===== src/hdl/ics_pkg.sv =====
// Shared types and constants for the image column sums block.
`timescale 1ns / 1ps

package ics_pkg;

   // Field widths fixed by the interface.
   localparam int PIX_W   = 8;
   localparam int IDX_W   = 12;
   localparam int SUM_W   = 32;
   localparam int WIDTH_W = 13;

   // Default number of column accumulators.
   localparam int MAX_WIDTH_DEF = 4096;

   // Configuration port.
   localparam int CSR_ADDR_W = 1;
   localparam int CSR_DATA_W = WIDTH_W;
   localparam logic [CSR_ADDR_W-1:0] CSR_SUM_MODE    = 1'd0;
   localparam logic [CSR_ADDR_W-1:0] CSR_IMAGE_WIDTH = 1'd1;
   localparam logic [WIDTH_W-1:0]    WIDTH_RESET     = 13'd4096;

   // Summing modes.
   localparam logic MODE_PLAIN  = 1'b0;
   localparam logic MODE_ABS_DX = 1'b1;

   // Result queue geometry.
   localparam int QUEUE_DEPTH = 4;
   localparam int PTR_W       = $clog2(QUEUE_DEPTH);
   localparam int CNT_W       = PTR_W + 1;

   typedef struct packed {
      logic [PIX_W-1:0] pixel;
      logic             first_row;
      logic             last_row;
   } req_type;

   typedef struct packed {
      logic [IDX_W-1:0] column_index;
      logic [SUM_W-1:0] column_sum;
      logic             frame_done;
   } rsp_type;

   // Up to two results produced by one pixel, in delivery order.
   typedef struct packed {
      logic    emit0;
      logic    emit1;
      rsp_type item0;
      rsp_type item1;
   } push_type;

endpackage


===== src/hdl/ics_rsp_queue.sv =====
// Four-entry queue; takes up to two results per cycle, delivers one unless stalled.
`timescale 1ns / 1ps

module ics_rsp_queue (
   input  logic              clock,
   input  logic              reset,
   input  logic              push_en,
   input  ics_pkg::push_type push,
   output logic              room_ok,
   output logic              rsp_valid,
   input  logic              rsp_stall,
   output ics_pkg::rsp_type  rsp_data
);

   ics_pkg::rsp_type             q_ff [ics_pkg::QUEUE_DEPTH];
   logic [ics_pkg::PTR_W-1:0]    head_ff, head_in;
   logic [ics_pkg::PTR_W-1:0]    tail_ff, tail_in;
   logic [ics_pkg::CNT_W-1:0]    count_ff, count_in;
   logic [ics_pkg::PTR_W-1:0]    slot1;
   logic [ics_pkg::CNT_W-1:0]    n_push;
   logic                         pop;

   // The producer may push two results only while at least two entries are free.
   assign room_ok   = count_ff <= ics_pkg::CNT_W'(ics_pkg::QUEUE_DEPTH - 2);
   assign rsp_valid = count_ff != '0;
   assign rsp_data  = q_ff[head_ff];
   assign pop       = rsp_valid && !rsp_stall;

   // Pointer and occupancy bookkeeping.
   always_comb begin
      n_push = '0;
      if (push_en) begin
         n_push = ics_pkg::CNT_W'(push.emit0) + ics_pkg::CNT_W'(push.emit1);
      end
      slot1    = push.emit0 ? tail_ff + ics_pkg::PTR_W'(1) : tail_ff;
      tail_in  = tail_ff + n_push[ics_pkg::PTR_W-1:0];
      head_in  = pop ? head_ff + ics_pkg::PTR_W'(1) : head_ff;
      count_in = count_ff + n_push - ics_pkg::CNT_W'(pop);
   end

   always_ff @(posedge clock) begin
      if (reset) begin
         head_ff  <= '0;
         tail_ff  <= '0;
         count_ff <= '0;
      end else begin
         head_ff  <= head_in;
         tail_ff  <= tail_in;
         count_ff <= count_in;
      end
   end

   // Result storage; the second result lands behind the first.
   always_ff @(posedge clock) begin
      if (push_en && push.emit0) begin
         q_ff[tail_ff] <= push.item0;
      end
      if (push_en && push.emit1) begin
         q_ff[slot1] <= push.item1;
      end
   end

endmodule


===== config.mk =====
export PLATFORM = sky130hd
export DESIGN_NAME = ics_rsp_queue
export DESIGN_NICKNAME = d
export VERILOG_FILES = /design/src/hdl/ics_pkg.sv /design/src/hdl/ics_rsp_queue.sv
export SDC_FILE = /design/constraint.sdc
export NUM_CORES = 1
export LEC_CHECK = 0
export BUFFER_PORTS_ARGS = -buffer_cell sky130_fd_sc_hd__buf_2
export CORE_AREA = 3 3 133 135
export DETAILED_ROUTE_END_ITERATION = 6
export DIE_AREA = 0 0 136 138
export GPL_ROUTABILITY_DRIVEN = 0
export HOLD_SLACK_MARGIN = 0.15
export PLACE_DENSITY = 0.8
export RECOVER_POWER = 25
export SLEW_MARGIN = 10
export SYNTH_ARGS = -nofsm -noshare
export SYNTH_HDL_FRONTEND = slang
export SYNTH_SLANG_ARGS = --single-unit

===== constraint.sdc =====
create_clock -name clock -period 5.79 [get_ports clock]
set_input_delay 0.2895 -clock clock [delete_from_list [all_inputs] [get_ports clock]]
set_output_delay 0.2895 -clock clock [all_outputs]
set_load 0.05 [all_outputs]

==> qor.tcl <==
set qor(min_path_type) {input pin to register}
set qor(vias) 5217
set qor(grt_start_max_net_pins) 46
set qor(violations_in_the_final_reports) {max-capacitance violations, max-slew violations}
set qor(resized_gates_after_cts) 0
set qor(placement.cell_area_um2) 10400
set qor(drive_above_1_share) 0.541
set qor(ioPinCount) 143
set qor(register_area_um2) 5590
set qor(worst-setup-path-type) {register to register}
set qor(synth_area_leader_cell) {sky130_fd_sc_hd__edfxtp_1}
set qor(source_to_sink_clock_delay_at_the_later_pin_of_the_worst_skew_pair_ns) 0.43
set qor(final.fill_count) 1186
set qor(synth.ff_latch_count) 189
set qor(placed_cells) 854
set qor(critical_path.endpoint_type) {register}
set qor(routed_via_density) 5.88
set qor(maxSlewViolCount) 9
set qor(area.growth.synth_to_final_pct) 13.9
set qor(cts_tree) {done}
set qor(synth.cell_area_um2) 9630
set qor(avgRoutedWirePerCell_um) 22.9
set qor(ys.warnings.count) 0
set qor(cp_max_fo) 38
set qor(layout_setup_ws_ns) 1.43
set qor(main_area_contributors_after_synthesis) {sky130_fd_sc_hd__edfxtp_1 56%, sky130_fd_sc_hd__mux2_2 15%, sky130_fd_sc_hd__mux4_2 11%}
set qor(synth_top_cell_area_share) 0.561
set qor(multi_input_comb_area_um2) 3740
set qor(crit_arrival_ns) 4.54
set qor(initial_utilization) 0.581
set qor(first_global_vias) 5781
set qor(final_period_minus_worst_setup_slack_ns) 4.36
set qor(cts-buffers-inserted) 17
set qor(gr_usage_total) 0.224
set qor(clk_path_buf_depth) 2
set qor(final-instance-count-excl-fill) 888
set qor(grt_overflow) 0
set qor(core_um2) 16600
set qor(outcome) {complete, but fails checks}
set qor(pre_cts_slack_ns) 2.39
set qor(setup_repair_after_global_routing_missed_its_margin) {no}
set qor(die_area_um2) 18800
set qor(post_synth.cell_area_avg_um2) 18.7
set qor(clock-sinks) 189
set qor(timing.final.crit_share) 0.754
set qor(drt_pre_antenna_iters) 4
set qor(fin_tns_setup_ns) 0
set qor(cts-htree-levels) 4
set qor(max_cap_violations) 1
set qor(static_leak_nw) 3.83
set qor(setup_viol_count_final) 0
set qor(count_of_buffers_from_port_buffering) 142
set qor(std_cell_rows) 47
set qor(num-nets-final) 760
set qor(horizontal_extent_of_the_die_um) 136
set qor(finalClockSkew_ns) 0.00961
set qor(cts_root_buf) {sky130_fd_sc_hd__clkbuf_16}
set qor(syn_inst) 516
set qor(mappedNetlistNets) 622
set qor(drcViolationCount) 0
set qor(clkTransAtPathRegs_ns) 0.07
set qor(register_area_share_after_synthesis) 0.580
set qor(maxSlewHeadroom) -0.241
set qor(fmaxAchievable_mhz) 229
set qor(largest_vdd_supply_drop_mv) 0.372
set qor(startpoint_class_of_the_critical_path) {register}
set qor(first_iteration_detailed_routing_drc_count) 295
set qor(global_route_wire_length_before_repair_um) 31900
set qor(hold_viol_final) 0
set qor(synth.distinct_cells) 41
set qor(powerDensity_nw_per_um2) 356
set qor(worst-slew-pin-transition_ns) 1.84
set qor(crit_required_ns) 5.96
set qor(finalInstanceArea_um2) 11000
set qor(final_antenna_net_count) 0
set qor(die-height_um) 138
set qor(number_of_antenna_violations_at_the_first_check_in_global_routing) 2
set qor(detail_route.wirelength_um) 20300
set qor(hpwl_reported_at_the_end_of_detailed_placement_um) 12500
## layout by cell type, fill, tap and decap left out, drive strengths merged, types with 3 or more instances in the layout
master / Yosys / layout
inv: 8 / 11
a21oi: 4 / 4
mux2: 181 / 181
xnor2: 3 / 3
dfxtp: 9 / 9
ha: 9 / 9
o21ai: 4 / 4
nor2: 4 / 4
a21boi: 3 / 3
edfxtp: 180 / 180
mux4: 45 / 45
nor2b: 8 / 8
clkinv: 0 / 6
buf: 26 / 105
clkbuf: 7 / 64
bufinv: 0 / 3
nor3b: 4 / 4
## synth_stat cells, drive strengths merged
| master | number |
|---|---|
| mux2 | 181 |
| edfxtp | 180 |
| mux4 | 45 |
| buf | 26 |
| dfxtp | 9 |
| ha | 9 |
| inv | 8 |
| nor2b | 8 |
| clkbuf | 7 |
| a21oi | 4 |
| nor2 | 4 |
| nor3b | 4 |
| o21ai | 4 |
| a21boi | 3 |
| xnor2 | 3 |
| and2 | 2 |
| nand2 | 2 |
| nand3b | 2 |
| nand4b | 2 |
| nor3 | 2 |
| nor4bb | 2 |
| a221oi | 1 |
| a31o | 1 |
| a31oi | 1 |
| a32oi | 1 |
| and3 | 1 |
| and3b | 1 |
| fa | 1 |
| or3 | 1 |
| xor2 | 1 |
## critical path, stage by stage (launching register included)
cell	delay, ns
sky130_fd_sc_hd__dfxtp_1	0.69
sky130_fd_sc_hd__inv_1	0.19
sky130_fd_sc_hd__ha_1	0.44
sky130_fd_sc_hd__nand3b_1	0.10
sky130_fd_sc_hd__a21boi_0	1.41
sky130_fd_sc_hd__buf_4	0.86
sky130_fd_sc_hd__mux2_2	0.41
## layer usage
metal / global-route usage / part of all wire
met3: 0.0549 / 0.055
met2: 0.385 / 0.52
met4: 0.0462 / 0.012
met5: 0 / 0.00064
met1: 0.292 / 0.41
## power breakdown
part | total (W) | switching [W] | internal, W
clock | 0.00118 | 0.000497 | 0.000679
combinational | 0.00103 | 0.000658 | 0.000367
sequential | 0.00170 | 0.0000916 | 0.00161
## path summary, 6_finish.rpt
kind,start,end,slack [ns],depth (start not counted)
hold / removal,push[5],q_ff[0][5]$_DFFE_PP_,0.19,2
setup / recovery,tail_ff[0]$_SDFF_PP0_,q_ff[3][37]$_DFFE_PP_,1.43,6
hold reg to reg,head_ff[0]$_SDFFE_PP0P_,register,0.53,2
setup reg to reg,tail_ff[0]$_SDFF_PP0_,q_ff[3][37]$_DFFE_PP_,1.43,6
## state kept, by name (all words and copies together) (netlist names), named ones only
name      count
count_ff      3
head_ff       2
q_ff        180
tail_ff       2
## stage by stage
stage,utilization,power (W),hold slack (ns)
global placement,0.629,0.00277,0.495
global route,0.661,0.00405,0.185
finish,0.661,0.00390,0.190
detailed placement,0.629,0.00279,0.518
CTS,0.665,0.00396,0.173
floorplan,-,0.00254,0.488
## what timing repair did
| item | CTS | global route |
|---|---|---|
| buffers inserted | 0 | 0 |
| hold buffers | 1 | 0 |
| hold endpoints to repair | 7 | 0 |
## kinds of logic (layout without fill, tap and decap cells)
logic type,Yosys count,count (layout),share of synthesized area
simple gates,31,31,0.0217
other cells,0,1,0
buf+inv,41,192,0.0344
fa+ha+maj,10,10,0.0138
xor+xnor,4,4,0.00364
compound gates,15,15,0.0138
mux,226,226,0.333
flops,189,189,0.580
## cell type report
type,count,area share
Antenna cell,1,0.000228
Clock buffer,18,0.0391
Clock inverter,14,0.0151
Inverter,8,0.00274
Multi-Input combinational cell,286,0.341
Sequential cell,189,0.510
Tap cell,220,0.0251
Timing Repair Buffer,152,0.0666
(Power assumes the default switching activity.)
